`src/sv/dtdi_pkg.sv`:
```
`timescale 1ns / 1ps
// Shared types, constants and the bit-delay function of the time deinterleaver.
// Depends on nothing; every other file refers to it by scoped names.
package dtdi_pkg;

   localparam int DEPTH_FRAMES        = 16;
   localparam int ROW_W               = 4;
   localparam int BYTE_W              = 8;
   localparam int CFG_W               = 14;
   localparam int MAX_FRAME_BYTES_DEF = 8192;

   localparam logic [CFG_W-1:0] FRAME_BYTES_RST = 14'd6912;

   typedef enum logic {
      ST_CLEAR,
      ST_RUN
   } ctl_state_type;

   // Per-request control that travels alongside the memory read.
   typedef struct packed {
      logic [ROW_W-1:0] head;
      logic             half;
      logic             last;
   } item_ctl_type;

   // Delay in frames of bit k of a byte pair (k = 0 is the even byte MSB).
   function automatic logic [ROW_W-1:0] bit_delay(input logic [ROW_W-1:0] k);
      bit_delay = {k[0], k[1], k[2], k[3]};
   endfunction

endpackage

```
`src/sv/dtdi_outstage.sv`:
```
`timescale 1ns / 1ps
// Read-data stage and output register: picks each result bit from its delayed
// row and holds the result for the receiver. Depends on dtdi_pkg.
module dtdi_outstage (
   input  logic                                                  clock,
   input  logic                                                  reset,
   input  logic                                                  accept,
   input  dtdi_pkg::item_ctl_type                                item_ctl,
   input  logic [dtdi_pkg::BYTE_W-1:0]                           req_data_byte,
   input  logic [dtdi_pkg::DEPTH_FRAMES-1:0][dtdi_pkg::BYTE_W-1:0] rd_data,
   input  logic                                                  rsp_stall,
   output logic                                                  can_take,
   output logic                                                  rsp_valid,
   output logic [dtdi_pkg::BYTE_W-1:0]                           rsp_out_byte,
   output logic                                                  rsp_frame_end
);

   logic                              s1_valid_ff;
   dtdi_pkg::item_ctl_type            s1_ctl_ff;
   logic [dtdi_pkg::BYTE_W-1:0]       s1_byte_ff;
   logic                              rsp_valid_ff;
   logic [dtdi_pkg::BYTE_W-1:0]       rsp_byte_ff;
   logic                              rsp_end_ff;
   logic                              out_free;
   logic [dtdi_pkg::BYTE_W-1:0]       assembled;

   assign out_free = !rsp_valid_ff || !rsp_stall;
   assign can_take = !s1_valid_ff || out_free;

   // Bit b (MSB first) comes from the row bit_delay frames behind the head;
   // zero delay is the request byte itself, whose row write is still in flight.
   always_comb begin
      logic [dtdi_pkg::ROW_W-1:0] d;
      logic [dtdi_pkg::ROW_W-1:0] row;
      for (int b = 0; b < dtdi_pkg::BYTE_W; b++) begin
         d   = dtdi_pkg::bit_delay({s1_ctl_ff.half, 3'(b)});
         row = s1_ctl_ff.head - d;
         if (d == '0) begin
            assembled[dtdi_pkg::BYTE_W-1-b] = s1_byte_ff[dtdi_pkg::BYTE_W-1-b];
         end else begin
            assembled[dtdi_pkg::BYTE_W-1-b] = rd_data[row][dtdi_pkg::BYTE_W-1-b];
         end
      end
   end

   always_ff @(posedge clock) begin
      if (reset) begin
         s1_valid_ff  <= 1'b0;
         rsp_valid_ff <= 1'b0;
      end else begin
         if (accept) begin
            s1_valid_ff <= 1'b1;
         end else if (out_free) begin
            s1_valid_ff <= 1'b0;
         end
         if (out_free) begin
            rsp_valid_ff <= s1_valid_ff;
         end
      end
   end

   always_ff @(posedge clock) begin
      if (accept) begin
         s1_ctl_ff  <= item_ctl;
         s1_byte_ff <= req_data_byte;
      end
      if (out_free && s1_valid_ff) begin
         rsp_byte_ff <= assembled;
         rsp_end_ff  <= s1_ctl_ff.last;
      end
   end

   assign rsp_valid     = rsp_valid_ff;
   assign rsp_out_byte  = rsp_byte_ff;
   assign rsp_frame_end = rsp_end_ff;

endmodule
```
`config.mk`:
```
export PLATFORM = sky130hd
export DESIGN_NAME = dtdi_outstage
export DESIGN_NICKNAME = d
export VERILOG_FILES = /design/src/sv/dtdi_pkg.sv /design/src/sv/dtdi_outstage.sv
export SDC_FILE = /design/constraint.sdc
export NUM_CORES = 1
export LEC_CHECK = 0
export BUFFER_PORTS_ARGS = -buffer_cell sky130_fd_sc_hd__buf_2
export CAP_MARGIN = 20
export CORE_MARGIN = 4
export CORE_UTILIZATION = 34
export DETAILED_ROUTE_END_ITERATION = 12
export PLACE_DENSITY = 0.78
export SETUP_SLACK_MARGIN = 0.5
export SYNTH_ARGS = -nofsm -noshare
export SYNTH_HDL_FRONTEND = slang
export SYNTH_SLANG_ARGS = --single-unit
export TNS_END_PERCENT = 100
```
`constraint.sdc`:
```
create_clock -name clock -period 2.4 [get_ports clock]
set_input_delay 0.24 -clock clock [delete_from_list [all_inputs] [get_ports clock]]
set_output_delay 0.24 -clock clock [all_outputs]
set_load 0.005 [all_outputs]
```
### After elaboration in Yosys (flattened, before gate mapping)

Index checks and enable logic that the tools add are counted.

* logic and storage cells: 50
* bits of input ports: 146
* bits in registers: 25
* output and inout bits: 11

* $lt $le $gt $ge: 8
* muxes and demuxes: 19
* add/sub/neg operators: 8
* reductions and logical operators: 7

Operators with widths (count)
* $bmux W8 S4: 8
* $lt A4 B5 Y1 const B: 8
* $sub A4 B4 Y4: 4
* $mux W8: 1
* $sub A4 B3 Y4: 2
* $mux W7: 1
* $mux W6: 1
* $mux W5: 1
* $mux W1: 4
* $mux W4: 1
* $sub A4 B1 Y4: 1
* $sub A4 B2 Y4: 1
* $logic_not A1 Y1: 3
* $mux W3: 1
* $logic_or A1 B1 Y1: 2
* $mux W2: 1
* $reduce_bool A2 Y1: 1
* $logic_and A1 B1 Y1: 1

### Depth between registers and ports, before layout

Gate-level depths: netlist of run 1.

* depth in word-level cells: 4
* depth in mapped cells: 10
* gate-level depth less buffers: 9

### Worst setup path before layout of run 1

Ideal clock, no wire load.

* path type: reg-to-reg
* start: register s1_ctl_ff[1] in the netlist's numbering
* end: register rsp_byte_ff, in the netlist rsp_out_byte[3] (data pin)
* path buffers: 1
* cell stages (with the launch flop): 9
* required time: 2131 ps
* slack: 86 ps
* library setup time: 269 ps
* period minus slack after synthesis: 2314 ps
* arrival: 2045 ps
* cells stage by stage: edfxtp_1 ha_1 inv_1 ha_1 xor2_2 buf_6 mux4_2 a211oi_1 a21oi_1

* cells in the longest elaborated chain, start to end: 3

RTL lines
* from (decl): RTL line dtdi_outstage.sv:19 `dtdi_pkg::item_ctl_type s1_ctl_ff;`
* from (signal assigned): RTL line dtdi_outstage.sv:64 `s1_ctl_ff <= item_ctl;`
* $sub A4 B2 Y4: RTL line dtdi_outstage.sv:37 `row = s1_ctl_ff.head - d;`
* $bmux W8 S4: RTL line dtdi_outstage.sv:41 `assembled[dtdi_pkg::BYTE_W-1-b] = rd_data[row][dtdi_pkg::BYTE_W-1-b];`
* $mux W4 (implied by the code): RTL line dtdi_outstage.sv:41
* net assembled (one bit): RTL line dtdi_outstage.sv:25 `logic [dtdi_pkg::BYTE_W-1:0] assembled;`
* to (signal assigned): RTL line dtdi_outstage.sv:68 `rsp_byte_ff <= assembled;`
* to (decl): RTL line dtdi_outstage.sv:22 `logic [dtdi_pkg::BYTE_W-1:0] rsp_byte_ff;`

The timed path passes the listed nets, and every way through them passes these cells. The select of a mux whose other input is x is not followed.
A chain may end at the register's enable or synchronous reset.

### Final worst setup path of run 1

* start: register s1_ctl_ff[1] in the netlist's numbering
* end: register rsp_byte_ff, in the netlist rsp_out_byte[0] (data pin)

* cells in the longest elaborated chain, start to end: 3

RTL lines (RTL line)
* $sub A4 B4 Y4: dtdi_outstage.sv:37
* $bmux W8 S4: dtdi_outstage.sv:41
* $mux W1 (implied by the code): dtdi_outstage.sv:41
* net assembled (one bit): dtdi_outstage.sv:25

The timed path passes the listed nets, and every way through them passes these cells. The select of a mux whose other input is x is not followed.

==> run metrics, run 1 <==
dominant register cell in the synthesized netlist=edfxtp_1; Seq cells post-synth=18; net count reported at finish=425; later-pin clock latency in the skew report=0.25 ns; final worst clock skew=0.002329 ns; async set-reset flop share out of synthesis=0; clock tree from TritonCTS=yes; arrival time worst endpoint=2.25 ns; pin count of the biggest net entering global routing=16; Final setup violation count=0; number of vias per cell after detailed routing=5.023; Psw=approximately 0.39 mW; clock-pin slew of the registers on the worst-case setup and hold paths=0.07 ns; number of synthesized flops with an enable pin=16; WL final=approximately 5.9 mm; wire length of the first global-routing pass=8.487 mm; post-route core utilization=0.5889; highest achievable clock rate=between 400 and 500 MHz; proportion of power drawn by combinational gates=0.534; H-tree depth=1; vias in the first global route=1789; sequential group share of total power=0.289; count of input and output buffers=149; Initial Util=0.3610; P_leak=roughly 1.3 nW; drt pass-1 iters=4; result of the run=completed; fraction of power spent switching nets=0.2799; chip height=~80 µm; Worst Path Required=2.38 ns; library cell used as clock root buffer=clkbuf_8; floorplan core area=approximately 4800 µm²; internal portion of total power=0.9978 mW; Period minus WS final=approximately 2.3 ns; CTS sink cnt=18; sum of net half-perimeters after detailed placement=4.849 mm; number of top-level pins=157; layout cells sized above 1=0.7964; Warnings, synthesis=0; overall track demand over capacity in global routing=0.1753; post-synth design cell area=1750 µm²; Sum Neg Setup Slack=0 ns; maximum vdd ir drop=between 0.15 and 0.2 mV; Tightest Pin Transition=0.4791 ns; Hold Path Class=input port to register; number of DRC violations after detailed routing=0; largest fanout on the critical path=8; remaining antenna violation count after routing=0; worst hold stages=2; average wire length per cell after detail routing=17.27 µm; share of the cycle needed by the critical path after routing=0.9465; synthesized netlist net count=258; detailed router's first-iteration violation count=72; portion of the post-synthesis area used by sequential elements=0.2974; Register-to-Register Path Depth=8; Worst Path Class, Setup=register to register; max cap viols=0; Post-Synthesis Mean Instance Area=16.06 µm²; number of hold violations in the final report=0; fraction of power consumed by the clock network=0.177; final antenna diode count=0; total power divided by cell area=485.3 nW/µm²; number of vias after detailed routing=1718; total clock buffers created by CTS=3; Congestion Overflow GR=0; post-synthesis instance total=109; critical path endpoint category=register; Slew Limit Headroom=0.6783; num rows=25; final count of pins violating max slew=0; category of the worst setup path launch point=register; setup repair after global routing missed its margin=true; cells taking the most area after synthesis=mux4_2 31%, edfxtp_1 27%, mux4_1 15%; number of distinct library cell variants in the gate-level netlist after synthesis=27; Die X-Extent=79.75 µm; area of the die=6360 µm²; layout overhead on the synthesized area=63.12%; weighted congestion reported at the end of routability-driven placement=0.7424; number of antenna violations at the first check in global routing=0; cell accounting for the most synthesized area=mux4_2; number of hold buffers added after CTS=0; buffer levels on the longest clock path=2; area share of the largest cell type after synthesis=0.3088
==> state kept, by name (all words and copies together), names as in the netlist <==
register / cells
rsp_frame_end: 1
s1_valid_ff: 1
rsp_valid: 1
rsp_out_byte: 8
s1_byte_ff: 1
s1_ctl_ff: 6
==> layout by cell type, fill, tap and decap left out, drive strengths merged <==
cell and instances:
nand3 1, mux2 1, nand2 2, a21boi 1, and2b 2, edfxtp 16
o221ai 1, nor2 2, buf 170, xor2 2, mux4 34, nor2b 4
nor3 1, ha 3, xnor2 4, o21ai 1, nand3b 1, dfxtp 2
mux2i 8, clkbuf 4, a21oi 6, inv 5, a211oi 4
==> area by class of cell <==
class	count	area [µm²]
Fill cell	398	1993
Multi-Input combinational cell	78	1199
Timing Repair Buffer	170	978.4
Sequential cell	18	520.5
Tap cell	67	83.83
Clock buffer	4	55.05
Inverter	5	18.77
==> synthesized netlist by cell type, drive strengths merged, types with 3 or more instances <==
cell type,number
a21oi,6
buf,6
ha,3
edfxtp,16
a211oi,4
mux4,34
mux2i,8
xnor2,4
nor2b,4
inv,5
==> final timing paths <==
kind                           from                        end  slack [ns]
max reg2reg  s1_ctl_ff[1]$_DFFE_PP_  rsp_out_byte[0]$_DFFE_PP_        0.13
min reg2reg  s1_ctl_ff[0]$_DFFE_PP_    rsp_frame_end$_DFFE_PP_        0.44
min                           reset   s1_valid_ff$_SDFFE_PP0P_        0.15
max          s1_ctl_ff[1]$_DFFE_PP_  rsp_out_byte[0]$_DFFE_PP_        0.13
==> worst max-delay path, cell delays in order (launching register included) <==
cell and delay [ns]:
edfxtp_1 0.41, buf_6 0.14, ha_4 0.30, buf_12 0.11
buf_16 0.12, mux4_1 0.54, nor2b_1 0.16, a211oi_2 0.15
a21oi_1 0.07
==> logic make-up after synthesis <==
group | count (synthesis) | share of synthesized area
adders and majority gates | 3 | 0.02145
xor gates and xnor gates | 6 | 0.03431
and+or+nand+nor | 13 | 0.04145
DFF | 18 | 0.2974
muxes | 43 | 0.5111
AOI/OAI and AO/OA | 13 | 0.04646
buffers and inverters | 13 | 0.04789
==> stage by stage <==
step	setup slack (ns)	hold slack [ns]	instance area (µm²)	cells	power, mW
after detailed placement	0.04892	0.4181	2584	323	1.032
after global placement	0.07821	0.4038	2584	323	1.021
after global routing	0.03314	0.1533	2855	342	1.468
final	0.1284	0.1547	2855	342	1.386
after CTS	0.09120	0.1554	2810	339	1.371
after floorplan	0.2076	0.3091	1779	109	0.8455
==> layer usage <==
metal	up-vias	part of all wire	GRT usage
met3	6	0.059	0.02483
met4	0	0.011	0.03041
met2	71	0.56	0.3280
met5	-	0	0
met1	838	0.37	0.2158
li1	803	-	-
==> power by group through the flow <==
| stage | combinational (mW) | clock [mW] | sequential [mW] |
|---|---|---|---|
| 5_1_grt | 0.798 | 0.267 | 0.403 |
| 3_3_place_gp | 0.615 | 0 | 0.406 |
| 6_report | 0.740 | 0.245 | 0.400 |
| 3_5_place_dp | 0.626 | 0 | 0.407 |
| 4_1_cts | 0.721 | 0.250 | 0.400 |
| 2_1_floorplan | 0.438 | 0 | 0.407 |
==> what timing repair did <==
action,CTS,global route
endpoints found under the hold margin,0,0
gates cloned,1,0
setup endpoints to repair,8,8
pin swaps,8,4
gates resized for setup,14,5
setup buffers,11,3
No activity file was read; power rests on OpenSTA's default activity.
==> run 2: changes to the inputs <==
- CORE_UTILIZATION: 34 -> 38
- PLACE_DENSITY: 0.78 -> 0.82
- clock period: 2.4 -> 2.1 ns (I/O delays scaled with it)
==> run metrics, run 2 (synthesis gave the netlist of run 1 again) <==
post-route core utilization=0.6420; Psw=0.4439 mW; count of input and output buffers=149; number of DRC violations after detailed routing=0; library cell used as clock root buffer=clkbuf_8; Critical-path top delay cell=mux4_2; number of antenna violations at the first check in global routing=0; clock-pin slew of the registers on the worst-case setup and hold paths=0.07 ns; layout cells sized above 1=0.8007; most frequent cells in the layout=149 x buf_2, 32 x mux4_2, 17 x buf_4, 16 x edfxtp_1, 9 x buf_6; maximum vdd ir drop=0.2636 mV; Period minus WS final=2.257 ns; share of the cycle needed by the critical path after routing=1.075; later-pin clock latency in the skew report=0.25 ns; pin count of the biggest net entering global routing=18; floorplan core area=4414 µm²; chip height=75.87 µm; number of top-level pins=157; overall power after layout=1.581 mW; number of vias after detailed routing=1736; detailed router's first-iteration violation count=80; cell occurring most often along the worst timing path=buf_6; Slew Limit Headroom=0.6819; sequential group share of total power=0.289; max cap viols=0; clock tree from TritonCTS=yes; number of hold violations in the final report=0; area post-placement=between 2000 and 3000 µm²; P_leak=1.322 nW; weighted congestion reported at the end of routability-driven placement=0.7383; most common library cell in the layout ignoring fill and taps=buf_2; proportion of power drawn by combinational gates=0.534; area of the die=5756 µm²; category of the worst setup path launch point=register; layout overhead on the synthesized area=61.90%; setup repair after global routing missed its margin=true; final worst clock skew=roughly 0.0024 ns; num rows=24; fraction of power consumed by the clock network=0.177; arrival time worst endpoint=2.24 ns; fraction of power spent switching nets=0.2808; remaining antenna violation count after routing=0; CTS sink cnt=18; Placed Instances=322; highest achievable clock rate=443.0 MHz; Die X-Extent=75.87 µm; Final Non-Filler Cells=333; number of hold buffers added after CTS=0; worst setup slack after layout=-0.1572 ns; number of flip-flops in the largest register=8; Final setup violation count=8; wire length of the first global-routing pass=8.597 mm; failing checks=setup timing; internal portion of total power=about 1.1 mW; result of the run=finished, violations left; average wire length per cell after detail routing=approximately 17 µm; Congestion Overflow GR=0; Largest stage delay, worst path=0.50 ns; total clock buffers created by CTS=3; Hold Path Class=input port to register; Tightest Pin Transition=0.4737 ns; Worst Path Class, Setup=register to register; Worst Path Required=2.08 ns; buffer levels on the longest clock path=2; Finished Cell Area=2834 µm²; drt pass-1 iters=4; overall track demand over capacity in global routing=0.2006; total power divided by cell area=557.7 nW/µm²; Sum Neg Setup Slack=-0.9532 ns; net count reported at finish=431; vias in the first global route=between 1500 and 2000; H-tree depth=1; final count of pins violating max slew=0; final antenna diode count=0; largest fanout on the critical path=6; crit path cell chain=buf_6 > ha_4 > buf_6 > mux4_2 > mux2_2 > nand3b_1 > o221ai_1; number of vias per cell after detailed routing=about 5.2; Initial Util=0.3965; sum of net half-perimeters after detailed placement=4.928 mm; critical path endpoint category=register; WL final=5.742 mm
-- run 2: cell count changes in the layout (fill, tap and decap cells not counted), sizes merged --
cell	previous run	this run
buf	170	176
-- run 2: timing repair --
action                                  CTS  global route
pin swaps                                 6             2
gates resized for setup                  19             2
endpoints found under the setup margin    8             8
hold endpoints to repair                  0             0
setup buffers                             6             1
-- run 2: cell type report --
type                            count  area (µm²)
Clock buffer                        4       55.05
Multi-Input combinational cell     78        1185
Inverter                            5       18.77
Sequential cell                    18       520.5
Tap cell                           52       65.06
Timing Repair Buffer              176       989.7
Fill cell                         341        1580
-- run 2: metrics by stage --
| stage | worst slack, ns | hold slack [ns] |
|---|---|---|
| finish | -0.1572 | 0.1365 |
| global route | -0.2489 | 0.1291 |
| CTS | -0.1827 | 0.1309 |
| detailed placement | -0.2103 | 0.3883 |
| global placement | -0.1434 | 0.3843 |
| floorplan | -0.09241 | 0.2791 |
-- run 2: final timing paths --
check	startpoint	slack, ns	to	cells past startpoint
worst max register to register	s1_ctl_ff[1]$_DFFE_PP_	-0.16	rsp_out_byte[7]$_DFFE_PP_	7
worst max-delay path	s1_ctl_ff[1]$_DFFE_PP_	-0.16	rsp_out_byte[7]$_DFFE_PP_	7
worst min register to register	s1_ctl_ff[0]$_DFFE_PP_	0.43	rsp_frame_end$_DFFE_PP_	0
worst min-delay path	reset	0.14	s1_valid_ff$_SDFFE_PP0P_	2
-- run 2: power by group through the flow --
| stage | Combinational, mW | Clock (mW) | Sequential [mW] |
|---|---|---|---|
| finish | 0.844 | 0.280 | 0.457 |
| global route | 0.912 | 0.300 | 0.460 |
| detailed placement | 0.764 | 0 | 0.464 |
| CTS | 0.839 | 0.290 | 0.456 |
| global placement | 0.744 | 0 | 0.463 |
| floorplan | 0.501 | 0 | 0.466 |
-- run 2: worst max-delay path: cells and delay by family (launching register included) --
kind | cells | cell delay, ns
mux | 2 | 0.78
flops | 1 | 0.42
fa+ha+maj | 1 | 0.31
buf+inv | 2 | 0.29
compound gates | 1 | 0.12
simple gates | 1 | 0.08
-- run 2: routing by layer --
metal	GRT usage	up-vias	part of all wire
li1	-	814	-
met1	0.2411	843	0.39
met2	0.3821	75	0.53
met3	0.02243	4	0.071
met4	0.04078	0	0.0063
met5	0	-	0
==> run 3: changes to the inputs <==
- BUFFER_PORTS_ARGS: -buffer_cell sky130_fd_sc_hd__buf_2 -> -buffer_cell sky130_fd_sc_hd__buf_4
==> run metrics, run 3 (synthesis gave the netlist of run 1 again) <==
result of the run=finished, violations left; failing checks=setup timing; crit path cell chain=ha_2 > inv_2 > ha_4 > xor2_4 > buf_4 > buf_6 > mux4_2 > nor2b_4 > a211oi_2 > a21oi_2; Largest stage delay, worst path=0.46 ns; final antenna diode count=0; number of hold violations in the final report=0; worst reg2reg setup slack=-0.23 ns; number of antenna violations at the first check in global routing=0; Final setup violation count=8; Sum Neg Setup Slack=-1.153 ns; most common library cell in the layout ignoring fill and taps=buf_4; CTS sink cnt=18; Final Non-Filler Cells=334; number of DRC violations after detailed routing=0; detailed router's first-iteration violation count=94; overall track demand over capacity in global routing=0.2053; worst setup slack after layout=-0.2259 ns; average wire length per cell after detail routing=18.86 µm; Worst Path Class, Setup=register to register; clock tree from TritonCTS=yes; weighted congestion reported at the end of routability-driven placement=0.7897; final count of pins violating max slew=0; buffer levels on the longest clock path=2; chip height=~76 µm; arrival time worst endpoint=about 2.3 ns; num rows=24; Tightest Pin Transition=0.4526 ns; count of input and output buffers=149; sum of met3 wire segment lengths after detailed routing=just over 600 µm; Placed Instances=320; number of flip-flops in the largest register=8; Period minus WS final=2.326 ns; vias in the first global route=1867; WL final=6.299 mm; library cell used as clock root buffer=clkbuf_8; met2 wirelength from detailed routing=around 3.5 mm; met1 layer wirelength in the final routing=2.154 mm; layout overhead on the synthesized area=85.78%; Worst Path Required=2.08 ns; total power divided by cell area=524.6 nW/µm²; clock-pin slew of the registers on the worst-case setup and hold paths=0.07 ns; share of the cycle needed by the critical path after routing=1.108; max cap viols=0; category of the worst setup path launch point=register; net count reported at finish=~430; post-route core utilization=0.7367; cell family contributing the most delay on the critical path=flip-flops; final worst clock skew=~0.0057 ns; CP Launch Point=s1_ctl_ff[1]$_DFFE_PP_; layout cells sized above 1=0.8085; pin count of the biggest net entering global routing=18; multi-input combinational cell area=1199 µm²; P_leak=between 1 and 1.5 nW; H-tree depth=1; pre-CTS setup slack=-0.1832 ns; total clock buffers created by CTS=3; remaining antenna violation count after routing=0; later-pin clock latency in the skew report=0.26 ns; highest metal layer with signal wires=met4; Die X-Extent=around 76 µm; number of vias after detailed routing=1769; launch instance of the worst min-delay path=reset; overall power after layout=approximately 1.7 mW; Congestion Overflow GR=0; Critical-path top delay cell=edfxtp_1; setup repair after global routing missed its margin=true; Fin Hold WS=0.1192 ns; maximum vdd ir drop=0.2574 mV; Slew Limit Headroom=0.6961; sum of net half-perimeters after detailed placement=5.176 mm; floorplan core area=4414 µm²; launch point of the worst reg-to-reg path=s1_ctl_ff[1]$_DFFE_PP_; area of the die=around 5800 µm²; buffers and inverters on the worst path=3; Hold Path Class=input port to register; Initial Util=0.3965; largest fanout on the critical path=5; critical path endpoint category=register; most frequent cells in the layout=170 x buf_4, 32 x mux4_2, 16 x edfxtp_1, 7 x mux2i_1, 5 x a21oi_1; wire length of the first global-routing pass=8.714 mm; area post-placement=approximately 3000 µm²; number of vias per cell after detailed routing=roughly 5.3; drt pass-1 iters=4; number of top-level pins=157; storage element area=520.5 µm²; Layout fillers=328; highest achievable clock rate=approximately 430 MHz; Finished Cell Area=approximately 3300 µm²
[run 3: metal layers]
layer  GRT usage  up-vias
met2      0.3802       96
met4     0.05825        0
li1            -      814
met3     0.02770        6
met5           0        -
met1      0.2466      853
[run 3: worst register-to-register path: stages (launching register included)]
cell      delay, ns
edfxtp_1       0.46
ha_2           0.23
inv_2          0.06
ha_4           0.14
xor2_4         0.23
buf_4          0.16
buf_6          0.10
mux4_2         0.30
nor2b_4        0.14
a211oi_2       0.18
a21oi_2        0.07
[run 3: final timing paths]
check	end	depth (start not counted)
worst max-delay path	rsp_out_byte[0]$_DFFE_PP_	10
worst min-delay path	rsp_valid$_SDFFE_PP0P_	2
worst max register to register	rsp_out_byte[0]$_DFFE_PP_	10
worst min register to register	rsp_frame_end$_DFFE_PP_	0
[run 3: final cells by class]
class | count | share of cell area
well taps | 52 | 0.02001
flip-flops and latches | 18 | 0.1601
repair buffers | 177 | 0.4286
multi-input cells | 78 | 0.3686
inverters | 5 | 0.005771
clock buffers | 4 | 0.01693
[run 3: power breakdown]
part	internal, mW	leakage (nW)	switching, mW
Sequential	0.439	0.169	0.0193
Clock	0.167	0.0288	0.114
Combinational	0.637	1.27	0.330
Total	1.24	1.47	0.463
[run 3: what timing repair did]
item                                   4_1_cts  5_1_grt
cloned                                       0        1
setup endpoints to repair                    8        8
resized for setup                            1       18
pin swaps                                    2        2
hold buffers                                 0        0
buffers inserted                             1        8
endpoints found under the hold margin        0        0
